$ cat src/rtl/core/qwsm_pkg.sv
`default_nettype none

package qwsm_pkg;

    // Defaults for the top-level parameters
    localparam int WHEELS_DEF    = 4;
    localparam int FRAC_BITS_DEF = 8;

    // Field widths
    localparam int COUNT_W  = 16;
    localparam int PERIOD_W = 16;
    localparam int SPEED_W  = 34;
    localparam int SCALE_W  = 10;
    localparam int PROD_W   = COUNT_W + SCALE_W;

    // Configuration port
    localparam int CFG_REGS   = 4;
    localparam int CFG_IDX_W  = 2;
    localparam int APB_ADDR_W = CFG_IDX_W + 2;
    localparam int APB_DATA_W = 32;

    localparam logic [PERIOD_W-1:0] PERIOD_RESET = 16'd100;
    localparam logic [SCALE_W-1:0]  SPEED_SCALE  = 10'd1000;
    localparam logic [SPEED_W-1:0]  SPEED_MAX    = '1;

    // Item opcodes
    localparam logic [1:0] OP_SAMPLE = 2'd0;
    localparam logic [1:0] OP_TICK   = 2'd1;
    localparam logic [1:0] OP_READ   = 2'd2;
    localparam logic [1:0] OP_RSVD   = 2'd3;

    // Variable nibble of a read address
    localparam logic [3:0] VAR_COUNT  = 4'h0;
    localparam logic [3:0] VAR_SPEED  = 4'h1;
    localparam logic [3:0] VAR_PERIOD = 4'hA;

    // Size codes of a read result
    localparam logic [2:0] SIZE_NONE = 3'd0;
    localparam logic [2:0] SIZE_HALF = 3'd2;
    localparam logic [2:0] SIZE_WORD = 3'd4;

    typedef struct packed {
        logic [1:0] op;
        logic [3:0] pin_levels;
        logic [7:0] reg_address;
    } in_item_t;

    typedef struct packed {
        logic [SPEED_W-1:0] read_data;
        logic               read_hit;
        logic [2:0]         read_size;
    } out_item_t;

    // Per-wheel record held in the state memory
    typedef struct packed {
        logic [COUNT_W-1:0]  edge_count;
        logic                prev_level;
        logic [PERIOD_W-1:0] elapsed_ms;
        logic [COUNT_W-1:0]  mark_count;
        logic [SPEED_W-1:0]  speed_value;
    } rec_t;

endpackage

`default_nettype wire

$ cat src/rtl/core/qwsm_regs.sv
`default_nettype none

module qwsm_regs #(
    parameter int WHEELS = qwsm_pkg::WHEELS_DEF
) (
    input  wire logic                                        aclk,
    input  wire logic                                        aresetn,
    input  wire logic                                        psel,
    input  wire logic                                        penable,
    input  wire logic                                        pwrite,
    input  wire logic [qwsm_pkg::APB_ADDR_W-1:0]             paddr,
    input  wire logic [qwsm_pkg::APB_DATA_W-1:0]             pwdata,
    output logic      [qwsm_pkg::APB_DATA_W-1:0]             prdata,
    output logic                                             pready,
    output logic [qwsm_pkg::CFG_REGS-1:0][qwsm_pkg::PERIOD_W-1:0] period_vec
);

    logic [qwsm_pkg::CFG_REGS-1:0][qwsm_pkg::PERIOD_W-1:0] period_reg;
    logic [qwsm_pkg::CFG_REGS-1:0][qwsm_pkg::PERIOD_W-1:0] period_next;
    logic [qwsm_pkg::CFG_IDX_W-1:0]                        reg_idx;
    logic                                                  wr_en;

    assign reg_idx = paddr[qwsm_pkg::APB_ADDR_W-1:2];
    assign wr_en   = psel && penable && pwrite;
    assign pready  = 1'b1;

    // Period write; registers of absent wheels keep their reset value
    always_comb begin
        period_next = period_reg;
        if (wr_en && (int'(reg_idx) < WHEELS)) begin
            period_next[reg_idx] = pwdata[qwsm_pkg::PERIOD_W-1:0];
        end
    end

    always_ff @(posedge aclk) begin
        if (!aresetn) begin
            for (int i = 0; i < qwsm_pkg::CFG_REGS; i++) begin
                period_reg[i] <= qwsm_pkg::PERIOD_RESET;
            end
        end else begin
            period_reg <= period_next;
        end
    end

    assign prdata     = qwsm_pkg::APB_DATA_W'(period_reg[reg_idx]);
    assign period_vec = period_reg;

endmodule

`default_nettype wire

$ cat src/rtl/core/qwsm_mem.sv
`default_nettype none

module qwsm_mem #(
    parameter int DEPTH = qwsm_pkg::WHEELS_DEF,
    parameter int AW    = (DEPTH > 1) ? $clog2(DEPTH) : 1
) (
    input  wire logic                 aclk,
    input  wire logic                 aresetn,
    input  wire logic                 rd_en,
    input  wire logic [AW-1:0]        rd_addr,
    output qwsm_pkg::rec_t            rd_rec,
    input  wire logic                 wr_en,
    input  wire logic [AW-1:0]        wr_addr,
    input  wire qwsm_pkg::rec_t       wr_rec
);

    qwsm_pkg::rec_t   ram [DEPTH];
    qwsm_pkg::rec_t   rd_data_reg;
    logic             rd_valid_reg;
    logic [DEPTH-1:0] valid_reg;

    // Write port
    always_ff @(posedge aclk) begin
        if (wr_en) begin
            ram[wr_addr] <= wr_rec;
        end
    end

    // Read port, registered; data holds while rd_en is low
    always_ff @(posedge aclk) begin
        if (rd_en) begin
            rd_data_reg <= ram[rd_addr];
        end
    end

    // Entry valid bits: an entry never written reads as all zeros
    always_ff @(posedge aclk) begin
        if (!aresetn) begin
            valid_reg    <= '0;
            rd_valid_reg <= 1'b0;
        end else begin
            if (wr_en) begin
                valid_reg[wr_addr] <= 1'b1;
            end
            if (rd_en) begin
                rd_valid_reg <= valid_reg[rd_addr];
            end
        end
    end

    assign rd_rec = rd_valid_reg ? rd_data_reg : '0;

endmodule

`default_nettype wire

$ cat src/rtl/core/qwsm_div.sv
`default_nettype none

module qwsm_div #(
    parameter int NUM_W = qwsm_pkg::PROD_W + qwsm_pkg::FRAC_BITS_DEF
) (
    input  wire logic                          aclk,
    input  wire logic                          aresetn,
    input  wire logic                          start,
    input  wire logic [NUM_W-1:0]              num,
    input  wire logic [qwsm_pkg::PERIOD_W-1:0] den,
    output logic                               done,
    output logic [NUM_W-1:0]                   quo
);

    localparam int CNT_W = $clog2(NUM_W);
    localparam int DW    = qwsm_pkg::PERIOD_W;

    logic [NUM_W-1:0] dvd_reg;
    logic [DW-1:0]    rem_reg;
    logic [DW-1:0]    den_reg;
    logic [CNT_W-1:0] cnt_reg;
    logic             busy_reg;
    logic             done_reg;

    logic [DW:0]      rem_sh;
    logic [DW:0]      diff;
    logic             ge;
    logic             last_step;

    // One restoring step: quotient bits shift in behind the dividend
    assign rem_sh    = {rem_reg, dvd_reg[NUM_W-1]};
    assign diff      = rem_sh - {1'b0, den_reg};
    assign ge        = rem_sh >= {1'b0, den_reg};
    assign last_step = cnt_reg == CNT_W'(NUM_W - 1);

    always_ff @(posedge aclk) begin
        if (start) begin
            dvd_reg <= num;
            rem_reg <= '0;
            den_reg <= den;
        end else if (busy_reg) begin
            dvd_reg <= {dvd_reg[NUM_W-2:0], ge};
            rem_reg <= ge ? diff[DW-1:0] : rem_sh[DW-1:0];
        end
    end

    // Step counter and completion strobe
    always_ff @(posedge aclk) begin
        if (!aresetn) begin
            busy_reg <= 1'b0;
            done_reg <= 1'b0;
            cnt_reg  <= '0;
        end else begin
            done_reg <= 1'b0;
            if (start) begin
                busy_reg <= 1'b1;
                cnt_reg  <= '0;
            end else if (busy_reg) begin
                cnt_reg <= cnt_reg + 1'b1;
                if (last_step) begin
                    busy_reg <= 1'b0;
                    done_reg <= 1'b1;
                end
            end
        end
    end

    assign done = done_reg;
    assign quo  = dvd_reg;

endmodule

`default_nettype wire

$ cat src/rtl/core/quad_wheel_speed_meter.sv
`default_nettype none

// Four-wheel encoder speed meter. Items arrive on the s_ channel: a pin sample
// counts level changes per wheel, a millisecond tick advances each wheel's
// measurement window and, at the end of a window, sets the speed to
// 1000*(edges in window)/period counts per second with FRAC_BITS fraction bits,
// and a read returns one result on the m_ channel (count, speed or period of a
// wheel, or a miss). Per-wheel state lives in a single-port-read state memory
// swept one wheel at a time; a closing window waits on the shared bit-serial
// divider. The periods must be written over the APB port only while no item is
// in flight; the block itself does not enforce this. A pending result does
// not stop the next item from being accepted, but a read then waits until the
// earlier result has been taken.

module quad_wheel_speed_meter #(
    parameter int WHEELS    = qwsm_pkg::WHEELS_DEF,
    parameter int FRAC_BITS = qwsm_pkg::FRAC_BITS_DEF
) (
    input  wire logic                            aclk,
    input  wire logic                            aresetn,
    input  wire logic                            s_valid,
    output logic                                 s_ready,
    input  wire qwsm_pkg::in_item_t              s_data,
    output logic                                 m_valid,
    input  wire logic                            m_ready,
    output qwsm_pkg::out_item_t                  m_data,
    input  wire logic                            psel,
    input  wire logic                            penable,
    input  wire logic                            pwrite,
    input  wire logic [qwsm_pkg::APB_ADDR_W-1:0] paddr,
    input  wire logic [qwsm_pkg::APB_DATA_W-1:0] pwdata,
    output logic      [qwsm_pkg::APB_DATA_W-1:0] prdata,
    output logic                                 pready
);

    localparam int IDX_W = (WHEELS > 1) ? $clog2(WHEELS) : 1;
    localparam int NUM_W = qwsm_pkg::PROD_W + FRAC_BITS;

    typedef enum logic [3:0] {
        S_IDLE = 4'b0001,
        S_RD   = 4'b0010,
        S_MOD  = 4'b0100,
        S_DIV  = 4'b1000
    } state_t;

    state_t                    state_reg, state_next;
    logic [IDX_W-1:0]          wheel_reg, wheel_next;
    logic [1:0]                op_reg, op_next;
    logic [3:0]                pins_reg, pins_next;
    logic                      hit_reg, hit_next;
    logic [3:0]                var_reg, var_next;
    qwsm_pkg::rec_t            rec_reg;
    qwsm_pkg::out_item_t       out_reg;
    logic                      out_valid_reg, out_valid_next;

    logic [qwsm_pkg::CFG_REGS-1:0][qwsm_pkg::PERIOD_W-1:0] period_vec;

    qwsm_pkg::rec_t            cur;
    qwsm_pkg::rec_t            samp_rec, tick_rec, div_rec, wr_rec;
    qwsm_pkg::out_item_t       rd_item;
    logic                      mem_rd_en, mem_wr_en;
    logic                      rec_load, out_load, out_free, last_wheel;
    logic                      div_start, div_done;
    logic [NUM_W-1:0]          div_quo, div_num;
    logic [qwsm_pkg::PERIOD_W-1:0] period_w, den;
    logic [3:0]                idx4, wid, wid_m1;
    logic                      wid_ok, var_ok, lvl, wrap, meas;
    logic [qwsm_pkg::PERIOD_W-1:0] el1;
    logic [qwsm_pkg::COUNT_W-1:0]  delta;
    logic [qwsm_pkg::PROD_W-1:0]   prod;
    logic [63:0]               quo64;
    logic [qwsm_pkg::SPEED_W-1:0]  speed_sat;

    qwsm_regs #(
        .WHEELS (WHEELS)
    ) u_regs (
        .aclk       (aclk),
        .aresetn    (aresetn),
        .psel       (psel),
        .penable    (penable),
        .pwrite     (pwrite),
        .paddr      (paddr),
        .pwdata     (pwdata),
        .prdata     (prdata),
        .pready     (pready),
        .period_vec (period_vec)
    );

    qwsm_mem #(
        .DEPTH (WHEELS),
        .AW    (IDX_W)
    ) u_mem (
        .aclk    (aclk),
        .aresetn (aresetn),
        .rd_en   (mem_rd_en),
        .rd_addr (wheel_reg),
        .rd_rec  (cur),
        .wr_en   (mem_wr_en),
        .wr_addr (wheel_reg),
        .wr_rec  (wr_rec)
    );

    qwsm_div #(
        .NUM_W (NUM_W)
    ) u_div (
        .aclk    (aclk),
        .aresetn (aresetn),
        .start   (div_start),
        .num     (div_num),
        .den     (den),
        .done    (div_done),
        .quo     (div_quo)
    );

    // Wheel lookups: wheels beyond the fourth see level 0 and period 100
    assign idx4     = 4'(wheel_reg);
    assign period_w = (idx4 < 4'(qwsm_pkg::CFG_REGS))
                      ? period_vec[idx4[qwsm_pkg::CFG_IDX_W-1:0]]
                      : qwsm_pkg::PERIOD_RESET;
    assign lvl      = (idx4 < 4'd4) ? pins_reg[idx4[1:0]] : 1'b0;

    // Read address decode
    assign wid    = s_data.reg_address[3:0];
    assign wid_m1 = wid - 4'd1;
    assign wid_ok = (wid >= 4'd1) && (wid <= 4'(WHEELS));
    assign var_ok = (s_data.reg_address[7:4] == qwsm_pkg::VAR_COUNT)
                 || (s_data.reg_address[7:4] == qwsm_pkg::VAR_SPEED)
                 || (s_data.reg_address[7:4] == qwsm_pkg::VAR_PERIOD);

    // Sample update: count a level change
    always_comb begin
        samp_rec = cur;
        if (lvl != cur.prev_level) begin
            samp_rec.edge_count = cur.edge_count + 1'b1;
            samp_rec.prev_level = lvl;
        end
    end

    // Tick update; a closing window goes through the divider
    assign el1   = cur.elapsed_ms + 1'b1;
    assign wrap  = cur.mark_count > cur.edge_count;
    assign meas  = !wrap && (el1 >= period_w);
    assign delta = cur.edge_count - cur.mark_count;
    assign prod  = qwsm_pkg::PROD_W'(delta) * qwsm_pkg::PROD_W'(qwsm_pkg::SPEED_SCALE);
    assign div_num = NUM_W'(prod) << FRAC_BITS;
    assign den   = (period_w == '0) ? qwsm_pkg::PERIOD_W'(1) : period_w;

    always_comb begin
        tick_rec = cur;
        if (wrap) begin
            tick_rec.mark_count = cur.edge_count;
            tick_rec.elapsed_ms = '0;
        end else begin
            tick_rec.elapsed_ms = el1;
        end
    end

    // Window close: saturate the quotient into the speed field
    assign quo64     = 64'(div_quo);
    assign speed_sat = (quo64 > 64'(qwsm_pkg::SPEED_MAX))
                       ? qwsm_pkg::SPEED_MAX : quo64[qwsm_pkg::SPEED_W-1:0];

    always_comb begin
        div_rec             = rec_reg;
        div_rec.mark_count  = rec_reg.edge_count;
        div_rec.elapsed_ms  = '0;
        div_rec.speed_value = speed_sat;
    end

    // Read result
    always_comb begin
        rd_item.read_data = '0;
        rd_item.read_hit  = 1'b0;
        rd_item.read_size = qwsm_pkg::SIZE_NONE;
        if (hit_reg) begin
            rd_item.read_hit = 1'b1;
            unique case (var_reg)
                qwsm_pkg::VAR_COUNT: begin
                    rd_item.read_data = qwsm_pkg::SPEED_W'(cur.edge_count);
                    rd_item.read_size = qwsm_pkg::SIZE_HALF;
                end
                qwsm_pkg::VAR_SPEED: begin
                    rd_item.read_data = cur.speed_value;
                    rd_item.read_size = qwsm_pkg::SIZE_WORD;
                end
                default: begin
                    rd_item.read_data = qwsm_pkg::SPEED_W'(period_w);
                    rd_item.read_size = qwsm_pkg::SIZE_HALF;
                end
            endcase
        end
    end

    assign out_free   = !out_valid_reg || m_ready;
    assign last_wheel = wheel_reg == IDX_W'(WHEELS - 1);

    // Sequencer: read, modify and write back one wheel at a time
    always_comb begin
        state_next = state_reg;
        wheel_next = wheel_reg;
        op_next    = op_reg;
        pins_next  = pins_reg;
        hit_next   = hit_reg;
        var_next   = var_reg;
        s_ready    = 1'b0;
        mem_rd_en  = 1'b0;
        mem_wr_en  = 1'b0;
        wr_rec     = samp_rec;
        rec_load   = 1'b0;
        div_start  = 1'b0;
        out_load   = 1'b0;
        unique case (state_reg)
            S_IDLE: begin
                s_ready = 1'b1;
                if (s_valid) begin
                    op_next   = s_data.op;
                    pins_next = s_data.pin_levels;
                    hit_next  = wid_ok && var_ok;
                    var_next  = s_data.reg_address[7:4];
                    unique case (s_data.op)
                        qwsm_pkg::OP_SAMPLE, qwsm_pkg::OP_TICK: begin
                            wheel_next = '0;
                            state_next = S_RD;
                        end
                        qwsm_pkg::OP_READ: begin
                            wheel_next = wid_ok ? wid_m1[IDX_W-1:0] : '0;
                            state_next = S_RD;
                        end
                        default: begin
                            state_next = S_IDLE;
                        end
                    endcase
                end
            end
            S_RD: begin
                mem_rd_en  = 1'b1;
                state_next = S_MOD;
            end
            S_MOD: begin
                unique case (op_reg)
                    qwsm_pkg::OP_SAMPLE: begin
                        mem_wr_en  = 1'b1;
                        wr_rec     = samp_rec;
                        wheel_next = last_wheel ? '0 : wheel_reg + 1'b1;
                        state_next = last_wheel ? S_IDLE : S_RD;
                    end
                    qwsm_pkg::OP_TICK: begin
                        if (meas) begin
                            rec_load   = 1'b1;
                            div_start  = 1'b1;
                            state_next = S_DIV;
                        end else begin
                            mem_wr_en  = 1'b1;
                            wr_rec     = tick_rec;
                            wheel_next = last_wheel ? '0 : wheel_reg + 1'b1;
                            state_next = last_wheel ? S_IDLE : S_RD;
                        end
                    end
                    qwsm_pkg::OP_READ: begin
                        if (out_free) begin
                            out_load   = 1'b1;
                            state_next = S_IDLE;
                        end
                    end
                    default: begin
                        state_next = S_IDLE;
                    end
                endcase
            end
            S_DIV: begin
                if (div_done) begin
                    mem_wr_en  = 1'b1;
                    wr_rec     = div_rec;
                    wheel_next = last_wheel ? '0 : wheel_reg + 1'b1;
                    state_next = last_wheel ? S_IDLE : S_RD;
                end
            end
            default: begin
                state_next = S_IDLE;
            end
        endcase
    end

    // Output register
    always_comb begin
        out_valid_next = out_valid_reg;
        if (out_load) begin
            out_valid_next = 1'b1;
        end else if (m_ready) begin
            out_valid_next = 1'b0;
        end
    end

    always_ff @(posedge aclk) begin
        if (!aresetn) begin
            state_reg     <= S_IDLE;
            wheel_reg     <= '0;
            out_valid_reg <= 1'b0;
        end else begin
            state_reg     <= state_next;
            wheel_reg     <= wheel_next;
            out_valid_reg <= out_valid_next;
        end
    end

    always_ff @(posedge aclk) begin
        op_reg   <= op_next;
        pins_reg <= pins_next;
        hit_reg  <= hit_next;
        var_reg  <= var_next;
        if (rec_load) begin
            rec_reg <= cur;
        end
        if (out_load) begin
            out_reg <= rd_item;
        end
    end

    assign m_valid = out_valid_reg;
    assign m_data  = out_reg;

endmodule

`default_nettype wire

$ cat config.mk
export PLATFORM = sky130hd
export DESIGN_NAME = quad_wheel_speed_meter
export DESIGN_NICKNAME = d
export VERILOG_FILES = /design/src/rtl/core/qwsm_pkg.sv /design/src/rtl/core/qwsm_regs.sv /design/src/rtl/core/qwsm_mem.sv /design/src/rtl/core/qwsm_div.sv /design/src/rtl/core/quad_wheel_speed_meter.sv
export SDC_FILE = /design/constraint.sdc
export NUM_CORES = 1
export LEC_CHECK = 0
export ABC_AREA = 1
export BUFFER_PORTS_ARGS = -buffer_cell sky130_fd_sc_hd__buf_2
export CAP_MARGIN = 20
export CORE_ASPECT_RATIO = 0.6
export CORE_MARGIN = 1.5
export CORE_UTILIZATION = 60
export CTS_CLUSTER_SIZE = 28
export DETAILED_ROUTE_END_ITERATION = 8
export GPL_TIMING_DRIVEN = 0
export PLACE_DENSITY = 0.75
export SLEW_MARGIN = 20
export SYNTH_ARGS = -nofsm -noshare
export SYNTH_HDL_FRONTEND = slang
export SYNTH_SLANG_ARGS = --single-unit
$ cat constraint.sdc
create_clock -name aclk -period 8.4 [get_ports aclk]
set_input_delay 1.68 -clock aclk [delete_from_list [all_inputs] [get_ports aclk]]
set_output_delay 1.68 -clock aclk [all_outputs]
set_load 0.03 [all_outputs]
Yosys cells after proc, flatten, opt, wreduce, memory -nomap -nowiden --
Memories as Yosys holds them, arrays and structs flattened. A register that Yosys moved wholly into a read port is not among the register bits. Cells that the tools add are included.
Word-level totals: bits in registers 216, memory bits (writable) 332, input port bits 57, output and inout port bits 73, memories kept 1
Memories:
- u_mem.ram | words 4, width 83, rd ports 1, clocked after memory_dff 1, write ports 1, line qwsm_mem.sv:17 | qwsm_pkg::rec_t ram [DEPTH];
Cells by class: add/subtract/negate cells 7, $mul 1, $lt $le $gt $ge 11, equality and inequality tests 20, muxes and demuxes 66, bitwise logic cells 3, reductions and logical operators 27
Operator list (count):
- $mux W83 | 4
- $pmux W83 S2 | 1
- $mux W16 | 7
- $mux W34 | 3
- $pmux W34 S2 | 1
- $bmux W16 S2 | 2
- $bwmux W64 | 1
- $gt A34 B34 Y1 const B | 1
- $add A16 B1 Y16 const B | 2
- $demux W16 S2 | 1
- $sub A16 B16 Y16 | 2
- $mul A16 B7 Y23 const B | 1
- $mux W1 | 22
- $mux W4 | 5
- $ge A17 B16 Y1 | 1
- $mux W17 | 1
- $ge A16 B16 Y1 | 1
- $gt A16 B16 Y1 | 1
- $logic_not A16 Y1 | 1
- $pmux W4 S4 | 1
- $mux W2 | 7
- $eq A4 B1 Y1 const B | 3
- $pmux W4 S3 | 1
- $lt A2 B3 Y1 const B | 3
- other kinds (37) | 62

Logic depth before layout (Yosys ltp) --
Gate-level depths: netlist (run 1).
word-level depth 10, mapped depth 38, gate-level depth less buffers 34

Hierarchy --
From an unflattened synthesis (run 1), not the netlist that was laid out.
Second synthesis, totals: cell total of the unflattened synthesis 3520, area, all modules 32941.6 um^2
By module, submodules not included:
- qwsm_mem | times used 1, cells each 1092, area each 15577.4 um^2, sequential area each 12562.0 um^2
- quad_wheel_speed_meter | times used 1, cells each 1429, area each 10107.2 um^2, sequential area each 2092.0 um^2
- qwsm_div | times used 1, cells each 528, area each 4122.7 um^2, sequential area each 1981.9 um^2
- qwsm_regs | times used 1, cells each 471, area each 3134.3 um^2, sequential area each 1281.2 um^2

Worst setup path after synthesis (run 1) --
No wires, ideal clock.
kind reg-to-reg, start register state_reg[2], end register u_mem.rd_valid_reg, data arrival time 7.255 ns, setup slack 1.019 ns, cell stages (with the launch flop) 7, path buffers 0, period minus slack after synthesis 7.381 ns, cell sequence dfxtp_1 > nor2_1 > inv_1 > nor3_1 > o21ai_0 > o221ai_1 > inv_1
On the way: cells in the longest elaborated chain, start to end 2
RTL lines:
- start: declaration | line quad_wheel_speed_meter.sv:46 | state_t state_reg, state_next;
- start signal: assignment | line quad_wheel_speed_meter.sv:300 | state_reg <= state_next;
- $eq A4 B2 Y1 | line quad_wheel_speed_meter.sv:212 | unique case (state_reg)
- $mux W1 | line quad_wheel_speed_meter.sv:212
- end signal: assignment | line qwsm_mem.sv:46 | rd_valid_reg <= valid_reg[rd_addr];
- end: declaration | line qwsm_mem.sv:19 | logic rd_valid_reg;
Every way passes these cells. A chain may end at the register's enable or synchronous reset.

Worst setup path in the final report (run 1) --
start register u_mem.rd_valid_reg, end register u_div.dvd_reg[29] (netlist: u_div.quo[29]) (data pin)
On the way: cells in the longest elaborated chain, start to end 8, elaborated cells on any way between the ends 12, classes of those cells add/sub (2); mul (1); order compare (2); mux (5); reduce/logical (2)
RTL lines:
- $mux W83 (*) | line qwsm_mem.sv:51 | assign rd_rec = rd_valid_reg ? rd_data_reg : '0;
- branches (longest 6 deep; another with $mul A16 B7 Y23)
- $mux W34 (*) | line qwsm_div.sv:37 | if (start) begin
- end signal: assignment | line qwsm_div.sv:38 | dvd_reg <= num;
- end signal: assignment | line qwsm_div.sv:42 | dvd_reg <= {dvd_reg[NUM_W-2:0], ge};
- end: declaration | line qwsm_div.sv:18 | logic [NUM_W-1:0] dvd_reg;
Every way passes the cells marked *.

==> summary.log, run 1 <==
INFO  job            max_cap_viols=0
INFO  global_route   antenna_found_initial=4
INFO  sta            fin_tns_setup=0ps
INFO  setup_path     timing.critical_path.mode_cell=sky130_fd_sc_hd__nand2_1
INFO  clock_network  cts-root-buf=sky130_fd_sc_hd__clkbuf_16
INFO  floorplanning  core_area=0.0524mm^2
INFO  layout         fill_cells=4073
INFO  sta            fin_ws=520ps
INFO  global_route   grt_pass1_vias=24.3k
INFO  clock_network  clock_latency=660ps
INFO  clock_network  clock_sinks=630
INFO  setup_path     critPathCaptureType=flip-flop
INFO  placement      numPortBuffers=92
INFO  setup_path     path_class=flip-flop to flip-flop
INFO  setup_path     critical_path.max_stage_delay=540ps
INFO  setup_path     critPathArrivalTime=8230ps
INFO  routing        routed_antenna_nets=0
INFO  routing        route.detailed.drc=0
INFO  setup_path     cpMaxStageDelayCell=sky130_fd_sc_hd__fa_1
INFO  power_and_ir_drop worst_ir_drop_vdd=0.529mV
INFO  logic_synthesis synth-edff-count=519
INFO  sta            post-route-period-util=93.8%
INFO  status         outcome=complete, no violations
INFO  clock_network  clkSlewWorstSetupHoldPaths=70ps
INFO  logic_synthesis synthesized_area_per_cell=9.78um^2
INFO  layout         most_frequent_cells_in_the_layout=519 x sky130_fd_sc_hd__edfxtp_1, 511 x sky130_fd_sc_hd__nand2_1, 399 x sky130_fd_sc_hd__nor2_1
INFO  layout         number_of_antenna_repair_diodes=0
INFO  floorplanning  overall_die_height=181um
INFO  power_and_ir_drop power_leakage=14.3nW
INFO  sta            finalHoldViolCount=0
INFO  clock_network  cts_setup_buffers=0
INFO  layout         final_layout_size_suffix_gt1_share=8.58%
INFO  setup_path     worstSetupStartpointType=flip-flop
INFO  sta            skew=65.3ps
INFO  layout         finalNetCount=3641
INFO  power_and_ir_drop power.total=10.3mW
INFO  placement      place.detailed.instances=4075
INFO  floorplanning  placement_rows=65
INFO  sta            finalSetupViolations=0
INFO  logic_synthesis synth.ff_latch_count=630
INFO  placement      global_placement_routability_congestion=1.02
INFO  clock_network  cts-hold-fix-buffers=0
INFO  hold_path      min-delay-path-class=flip-flop to flip-flop
INFO  sta            timing.fmax=0.127GHz
INFO  placement      preCtsSetupSlack=294ps
INFO  routing        route.detailed.vias_per_inst=6.24
INFO  logic_synthesis synth_seq_area_share=56.1%
INFO  setup_path     crit_required=8750ps
INFO  routing        drt-pass1-iter-count=8
INFO  logic_synthesis yosys_warnings=0
INFO  layout         finish.cell_count_without_fillers=4178
INFO  placement      dp_wirelength=71900um
INFO  logic_synthesis netlist_area=0.0318mm^2
INFO  floorplanning  initial_core_util=60.6%
INFO  power_and_ir_drop cellPowerDensity=292mW/mm^2
INFO  setup_path     critical_path_peak_fanout=10
INFO  routing        via_count=26.1k
INFO  clock_network  htreeDepth=2
INFO  sta            timing.slew.headroom=25.9%
INFO  layout         layout.cells.most_common=sky130_fd_sc_hd__edfxtp_1
INFO  global_route   grt_pass1_wl=149000um
INFO  routing        totalWireLength=99400um
INFO  routing        detailedRoute.firstIterationViolations=3942
INFO  clock_network  cts_buffer_depth=3
INFO  global_route   overflow=0
INFO  logic_synthesis ys_async_sr_fraction=0%
INFO  clock_network  cts_tree=built
INFO  floorplanning  total_die_area=0.0544mm^2
INFO  sta            maxSlewViolCount=0
INFO  floorplanning  pin_count=130
INFO  sta            rsz0062_at_grt=no
INFO  sta            finalWorstPathRequiredPeriod=7880ps
INFO  sta            hold_ws=474ps
INFO  layout         largest_register_ffs=332
INFO  global_route   largest_net_degree_at_the_start_of_global_routing=56
INFO  layout         area_delta_synth_final=11.1%
INFO  clock_network  tritoncts.num_buffers=56
INFO  logic_synthesis syn_inst=3247
INFO  logic_synthesis synthFlopType=sky130_fd_sc_hd__edfxtp_1
INFO  global_route   total_track_usage=36.5%
INFO  routing        average_routed_wire_per_standard_cell=23.8um
INFO  floorplanning  chipWidth=300um
INFO  sta            tightestPinTransition=1110ps
INFO  logic_synthesis number_of_distinct_library_cells_after_synthesis=63
[metal layers]
layer | wire length (um) | GRT usage [%] | vias to the layer above
li1 | - | - | 11500
met1 | 41200 | 56.8 | 12500
met2 | 40300 | 50.3 | 1867
met3 | 15600 | 10.4 | 179
met4 | 2260 | 8.28 | 2
met5 | 12 | 0 | -
[cells in the mapped netlist, types with 5 or more instances]
library cell               instances  area share [%]
sky130_fd_sc_hd__edfxtp_1        519              49
sky130_fd_sc_hd__buf_6             5            0.18
sky130_fd_sc_hd__xnor2_1          23            0.63
sky130_fd_sc_hd__nand2_2           8            0.16
sky130_fd_sc_hd__o21ai_0         339             5.3
sky130_fd_sc_hd__a21oi_1         163             2.6
sky130_fd_sc_hd__o21ai_1          13            0.20
sky130_fd_sc_hd__a21boi_0         11            0.26
sky130_fd_sc_hd__buf_4            18            0.43
sky130_fd_sc_hd__buf_1            14            0.17
sky130_fd_sc_hd__o21a_1            7            0.17
sky130_fd_sc_hd__clkinv_1          5           0.059
sky130_fd_sc_hd__nand3b_1         15            0.35
sky130_fd_sc_hd__a21o_1            7            0.17
sky130_fd_sc_hd__inv_1           312             3.7
sky130_fd_sc_hd__nor2_2           14            0.28
sky130_fd_sc_hd__fa_1             48             3.0
sky130_fd_sc_hd__o21bai_1         10            0.24
sky130_fd_sc_hd__xor2_1           50             1.4
sky130_fd_sc_hd__nand4_1          22            0.43
sky130_fd_sc_hd__nand3_1         157             2.5
sky130_fd_sc_hd__nor3_1           22            0.35
sky130_fd_sc_hd__o22ai_1          97             1.9
sky130_fd_sc_hd__buf_2            21            0.33
sky130_fd_sc_hd__clkbuf_1        103             1.2
sky130_fd_sc_hd__dfxtp_1         111             7.0
sky130_fd_sc_hd__o211ai_1         23            0.54
sky130_fd_sc_hd__nor2_1          400             4.7
sky130_fd_sc_hd__nand2_1         511             6.0
sky130_fd_sc_hd__a31oi_1          13            0.26
sky130_fd_sc_hd__ha_1            106             4.2
sky130_fd_sc_hd__a22oi_1          25            0.59
[layout make-up]
class                   count  area [um^2]  share of cell area [%]
flip-flops and latches    630        17800                    50.5
multi-input cells        2147        12100                    34.3
clock buffers              68         1500                    4.24
inverters                 323         1240                    3.51
well taps                 703          880                    2.49
plain buffers             163          761                    2.16
repair buffers            109          699                    1.98
clock inverters            35          315                   0.893
[per-stage QoR]
stage | instance area [um^2] | utilization, %
final | 35300 | 67.4
after global routing | 35300 | 67.4
after CTS | 35200 | 67.3
after detailed placement | 33400 | 63.8
after global placement | 33200 | 63.3
after floorplan | 31800 | -
[worst paths after layout]
check,from,endpoint,depth (start not counted),slack [ps]
setup reg to reg,u_mem.rd_valid_reg$_SDFFE_PN0P_,u_div.quo[29]$_DFFE_PP_,31,520
setup / recovery,u_mem.rd_valid_reg$_SDFFE_PN0P_,u_div.quo[29]$_DFFE_PP_,31,520
hold reg to reg,u_div.cnt_reg[5]$_SDFFE_PP0P_,u_div.cnt_reg[5]$_SDFFE_PP0P_,2,470
hold / removal,u_div.cnt_reg[5]$_SDFFE_PP0P_,u_div.cnt_reg[5]$_SDFFE_PP0P_,2,470
[critical path, delay by kind of cell (launching register included)]
kind                     cells  cell delay (ps)
adder cells (fa/ha/maj)      5             2290
flip-flops                   1              480
AND/OR/NAND/NOR              9             1130
buffers and inverters        9             1770
XOR/XNOR                     1              350
AO/OA/AOI/OAI                7             1540
[what timing repair did]
item,4_1_cts,5_1_grt
hold endpoints to repair,0,0
setup endpoints to repair,0,6
gates resized for setup,0,8
[where the power goes]
part,internal (mW),switching (mW),leakage [nW]
combinational,1.49,2.80,7.83
sequential,3.41,0.0269,5.54
clock,1.37,1.20,0.888
[cell families (layout without fill, tap and decap cells)]
family / after synthesis / count (layout) / share of synthesized area (%)
other: 2 / 18 / 0.0236
DFF: 630 / 630 / 56.1
adders and majority gates: 154 / 154 / 7.20
buffers and inverters: 486 / 698 / 6.21
AOI/OAI and AO/OA: 729 / 729 / 12.8
and+or+nand+nor: 1172 / 1172 / 15.6
xor gates and xnor gates: 74 / 74 / 2.06
No activity file was read; power rests on OpenSTA's default activity.
==> run 2: changes to the inputs <==
--- a/config.mk
+++ b/config.mk
@@ -7,14 +7,14 @@
 export LEC_CHECK = 0
 export ABC_AREA = 1
 export BUFFER_PORTS_ARGS = -buffer_cell sky130_fd_sc_hd__buf_2
-export CAP_MARGIN = 20
+export CAP_MARGIN = 10
 export CORE_ASPECT_RATIO = 0.6
 export CORE_MARGIN = 1.5
-export CORE_UTILIZATION = 60
+export CORE_UTILIZATION = 56
 export CTS_CLUSTER_SIZE = 28
 export DETAILED_ROUTE_END_ITERATION = 8
 export GPL_TIMING_DRIVEN = 0
-export PLACE_DENSITY = 0.75
+export PLACE_DENSITY = 0.73
 export SLEW_MARGIN = 20
 export SYNTH_ARGS = -nofsm -noshare
 export SYNTH_HDL_FRONTEND = slang
==> constraint.sdc (replaced) <==
create_clock -name aclk -period 6.75 [get_ports aclk]
set_input_delay 1.35 -clock aclk [delete_from_list [all_inputs] [get_ports aclk]]
set_output_delay 1.35 -clock aclk [all_outputs]
set_load 0.03 [all_outputs]
==> summary.log, run 2 (synthesis gave the netlist of run 1 again) <==
INFO  routing        route.detailed.vias_per_inst=6.05 [-3.0%]
INFO  power_and_ir_drop p_int=8.29mW [+32%]
INFO  clock_network  clkSlewWorstSetupHoldPaths=70ps [about the same]
INFO  floorplanning  pin_count=130 [unchanged]
INFO  setup_path     crit_required=7120ps [-1630 ps]
INFO  sta            tightestPinTransition=1190ps [+80.5 ps]
INFO  floorplanning  placement_rows=67 [+3.1%]
INFO  floorplanning  overall_die_height=187um [+3.5%]
INFO  power_and_ir_drop seq_power_share=31.1% [-2.2 points]
INFO  sta            timing.fmax=0.154GHz [+21%]
INFO  sta            finalSetupViolations=0 [unchanged]
INFO  setup_path     critPathArrivalTime=6880ps [-1350 ps]
INFO  setup_path     worstSetupStartpointType=flip-flop
INFO  status         outcome=complete, no violations
INFO  sta            hold_ws=457ps [-17.0 ps]
INFO  clock_network  cts-hold-fix-buffers=0 [unchanged]
INFO  layout         finish.cell_count_without_fillers=4247 [+1.7%]
INFO  power_and_ir_drop fraction_of_power_consumed_by_the_clock_network=23.5% [-1.5 points]
INFO  sta            timing.slew.headroom=20.5% [-5.4 points]
INFO  layout         layout.cells.most_common=sky130_fd_sc_hd__edfxtp_1
INFO  placement      numPortBuffers=92 [unchanged]
INFO  routing        route.detailed.drc=0 [unchanged]
INFO  clock_network  tritoncts.num_buffers=55 [-1.8%]
INFO  setup_path     critical_path.max_stage_delay=520ps [-20 ps]
INFO  hold_path      min-delay-path-class=flip-flop to flip-flop
INFO  clock_network  clock_sinks=630 [unchanged]
INFO  power_and_ir_drop cellPowerDensity=383mW/mm^2 [+31%]
INFO  clock_network  cts_buffer_depth=3 [unchanged]
INFO  sta            finalWorstPathRequiredPeriod=6510ps [-1370 ps]
INFO  placement      global_placement_routability_congestion=0.976 [-4.2%]
INFO  floorplanning  chipWidth=310um [+3.5%]
INFO  power_and_ir_drop combinationalPowerShare=45.4% [+3.7 points]
INFO  clock_network  cts_tree=built
INFO  layout         largest_register_ffs=332 [unchanged]
INFO  clock_network  clock_latency=670ps [about the same]
INFO  floorplanning  total_die_area=0.0582mm^2 [+7.0%]
INFO  sta            maxSlewViolCount=0 [unchanged]
INFO  routing        average_routed_wire_per_standard_cell=23.6um [-0.93%]
INFO  global_route   grt_pass1_wl=148000um [about the same]
INFO  routing        totalWireLength=100000um [+0.71%]
INFO  placement      dp_wirelength=72100um [+0.32%]
INFO  setup_path     critical_path.endpoint=u_div.quo[26]$_DFFE_PP_
INFO  setup_path     rrSetupSlack=240ps [-280 ps]
INFO  layout         number_of_antenna_repair_diodes=0 [unchanged]
INFO  job            max_cap_viols=0 [unchanged]
INFO  setup_path     critical_path_peak_fanout=10 [unchanged]
INFO  global_route   largest_net_degree_at_the_start_of_global_routing=45 [-20%]
INFO  power_and_ir_drop worst_ir_drop_vdd=0.919mV [+74%]
INFO  routing        via_count=25.7k [-1.4%]
INFO  sta            skew=46.0ps [-19.3 ps]
INFO  power_and_ir_drop total_switching_power=5.46mW [+35%]
INFO  layout         area_delta_synth_final=13.0%
INFO  floorplanning  core_area=0.0559mm^2 [+6.8%]
INFO  routing        detailedRoute.firstIterationViolations=3630 [-7.9%]
INFO  global_route   antenna_found_initial=2 [-2]
INFO  setup_path     timing.critical_path.mode_cell=sky130_fd_sc_hd__nand2_1
INFO  routing        drt-pass1-iter-count=6 [-2]
INFO  global_route   grt_pass1_vias=24.1k [-0.57%]
INFO  layout         register_area=0.0178mm^2 [about the same]
INFO  routing        routed_antenna_nets=0 [unchanged]
INFO  setup_path     cpMaxStageDelayCell=sky130_fd_sc_hd__fa_1
INFO  clock_network  htreeDepth=2 [unchanged]
INFO  setup_path     regToRegEndpoint=u_div.quo[26]$_DFFE_PP_
INFO  floorplanning  initial_core_util=56.8% [-3.8 points]
INFO  setup_path     path_class=flip-flop to flip-flop
INFO  layout         multi_input_logic_area=0.0124mm^2 [+2.7%]
INFO  global_route   total_track_usage=34.4% [-2.1 points]
INFO  placement      place.detailed.instances=4126 [+1.3%]
INFO  power_and_ir_drop power_switching_share=39.7% [+0.58 points]
INFO  layout         most_frequent_cells_in_the_layout=519 x sky130_fd_sc_hd__edfxtp_1, 501 x sky130_fd_sc_hd__nand2_1, 397 x sky130_fd_sc_hd__nor2_1
INFO  layout         fill_cells=4520 [+11%]
INFO  setup_path     critPathCaptureType=flip-flop
INFO  setup_path     crit-reg2reg-launch=u_mem.rd_valid_reg$_SDFFE_PN0P_
INFO  global_route   overflow=0 [unchanged]
INFO  clock_network  cts-root-buf=sky130_fd_sc_hd__clkbuf_16
INFO  layout         finalNetCount=3653 [+0.33%]
INFO  layout         final_layout_size_suffix_gt1_share=10.3% [+1.7 points]
INFO  power_and_ir_drop power_leakage=14.4nW [+1.0%]
INFO  setup_path     ff2ff_path_depth=32 [+3.2%]
INFO  sta            post-route-period-util=96.4% [+2.6 points]
INFO  sta            finalHoldViolCount=0 [unchanged]
INFO  setup_path     startpoint=u_mem.rd_valid_reg$_SDFFE_PN0P_
run 2: critical path, delay by kind of cell (launching register included):
kind | cells | cell delay, ps
compound gates | 3 | 510
xor+xnor | 2 | 490
fa+ha+maj | 6 | 2430
buf+inv | 9 | 940
flops | 1 | 400
simple gates | 12 | 1400
run 2: area by class of cell:
cell class | instances | share of cell area, %
clock inverter | 32 | 0.882
inverter | 323 | 3.45
timing repair buffer | 122 | 2.31
buffer | 163 | 2.26
tap | 759 | 2.65
clock buffer | 71 | 4.22
sequential | 630 | 49.6
multi-input combinational | 2147 | 34.6
run 2: power groups by stage:
stage                     combinational [mW]  clock (mW)  sequential (mW)
after floorplan                         3.78           0             4.35
after CTS                               5.32        3.25             4.27
final                                   6.24        3.24             4.27
after detailed placement                5.15           0             4.36
after global routing                    6.86        3.39             4.27
after global placement                  5.04           0             4.36
run 2: per-stage QoR:
step	util (%)	setup slack (ps)	total power [mW]	area, um^2	setup TNS [ps]
global route	64.2	-39.0	14.5	35900	-39.0
floorplan	-	293	8.13	31800	0
detailed placement	59.9	-1330	9.50	33500	-10500
CTS	63.5	-8.88	12.8	35500	-10.0
global placement	59.4	-1730	9.40	33200	-597770
finish	64.2	244	13.7	35900	0
run 2: worst min path at each step:
stage,startpoint,end,slack [ps],depth (start not counted)
after CTS,hit_reg$_DFFE_PP_,m_data[3]$_DFFE_PP_,450,0
after global routing,hit_reg$_DFFE_PP_,m_data[3]$_DFFE_PP_,470,0
after floorplan,hit_reg$_DFFE_PP_,m_data[3]$_DFFE_PP_,420,0
after global placement,hit_reg$_DFFE_PP_,m_data[3]$_DFFE_PP_,440,0
final,hit_reg$_DFFE_PP_,m_data[3]$_DFFE_PP_,460,0
after detailed placement,hit_reg$_DFFE_PP_,m_data[3]$_DFFE_PP_,440,0
run 2: repair_timing:
item / 4_1_cts / 5_1_grt
resized for setup: 33 / 56
setup endpoints to repair: 14 / 11
pin swaps: 4 / 10
buffers inserted: 4 / 14
run 2: routing by layer:
metal  global-route usage (%)  share of wire (%)
met1                     54.3                 43
met2                     45.9                 40
met3                     10.9                 15
met4                     7.37                2.0
met5                        0                  0
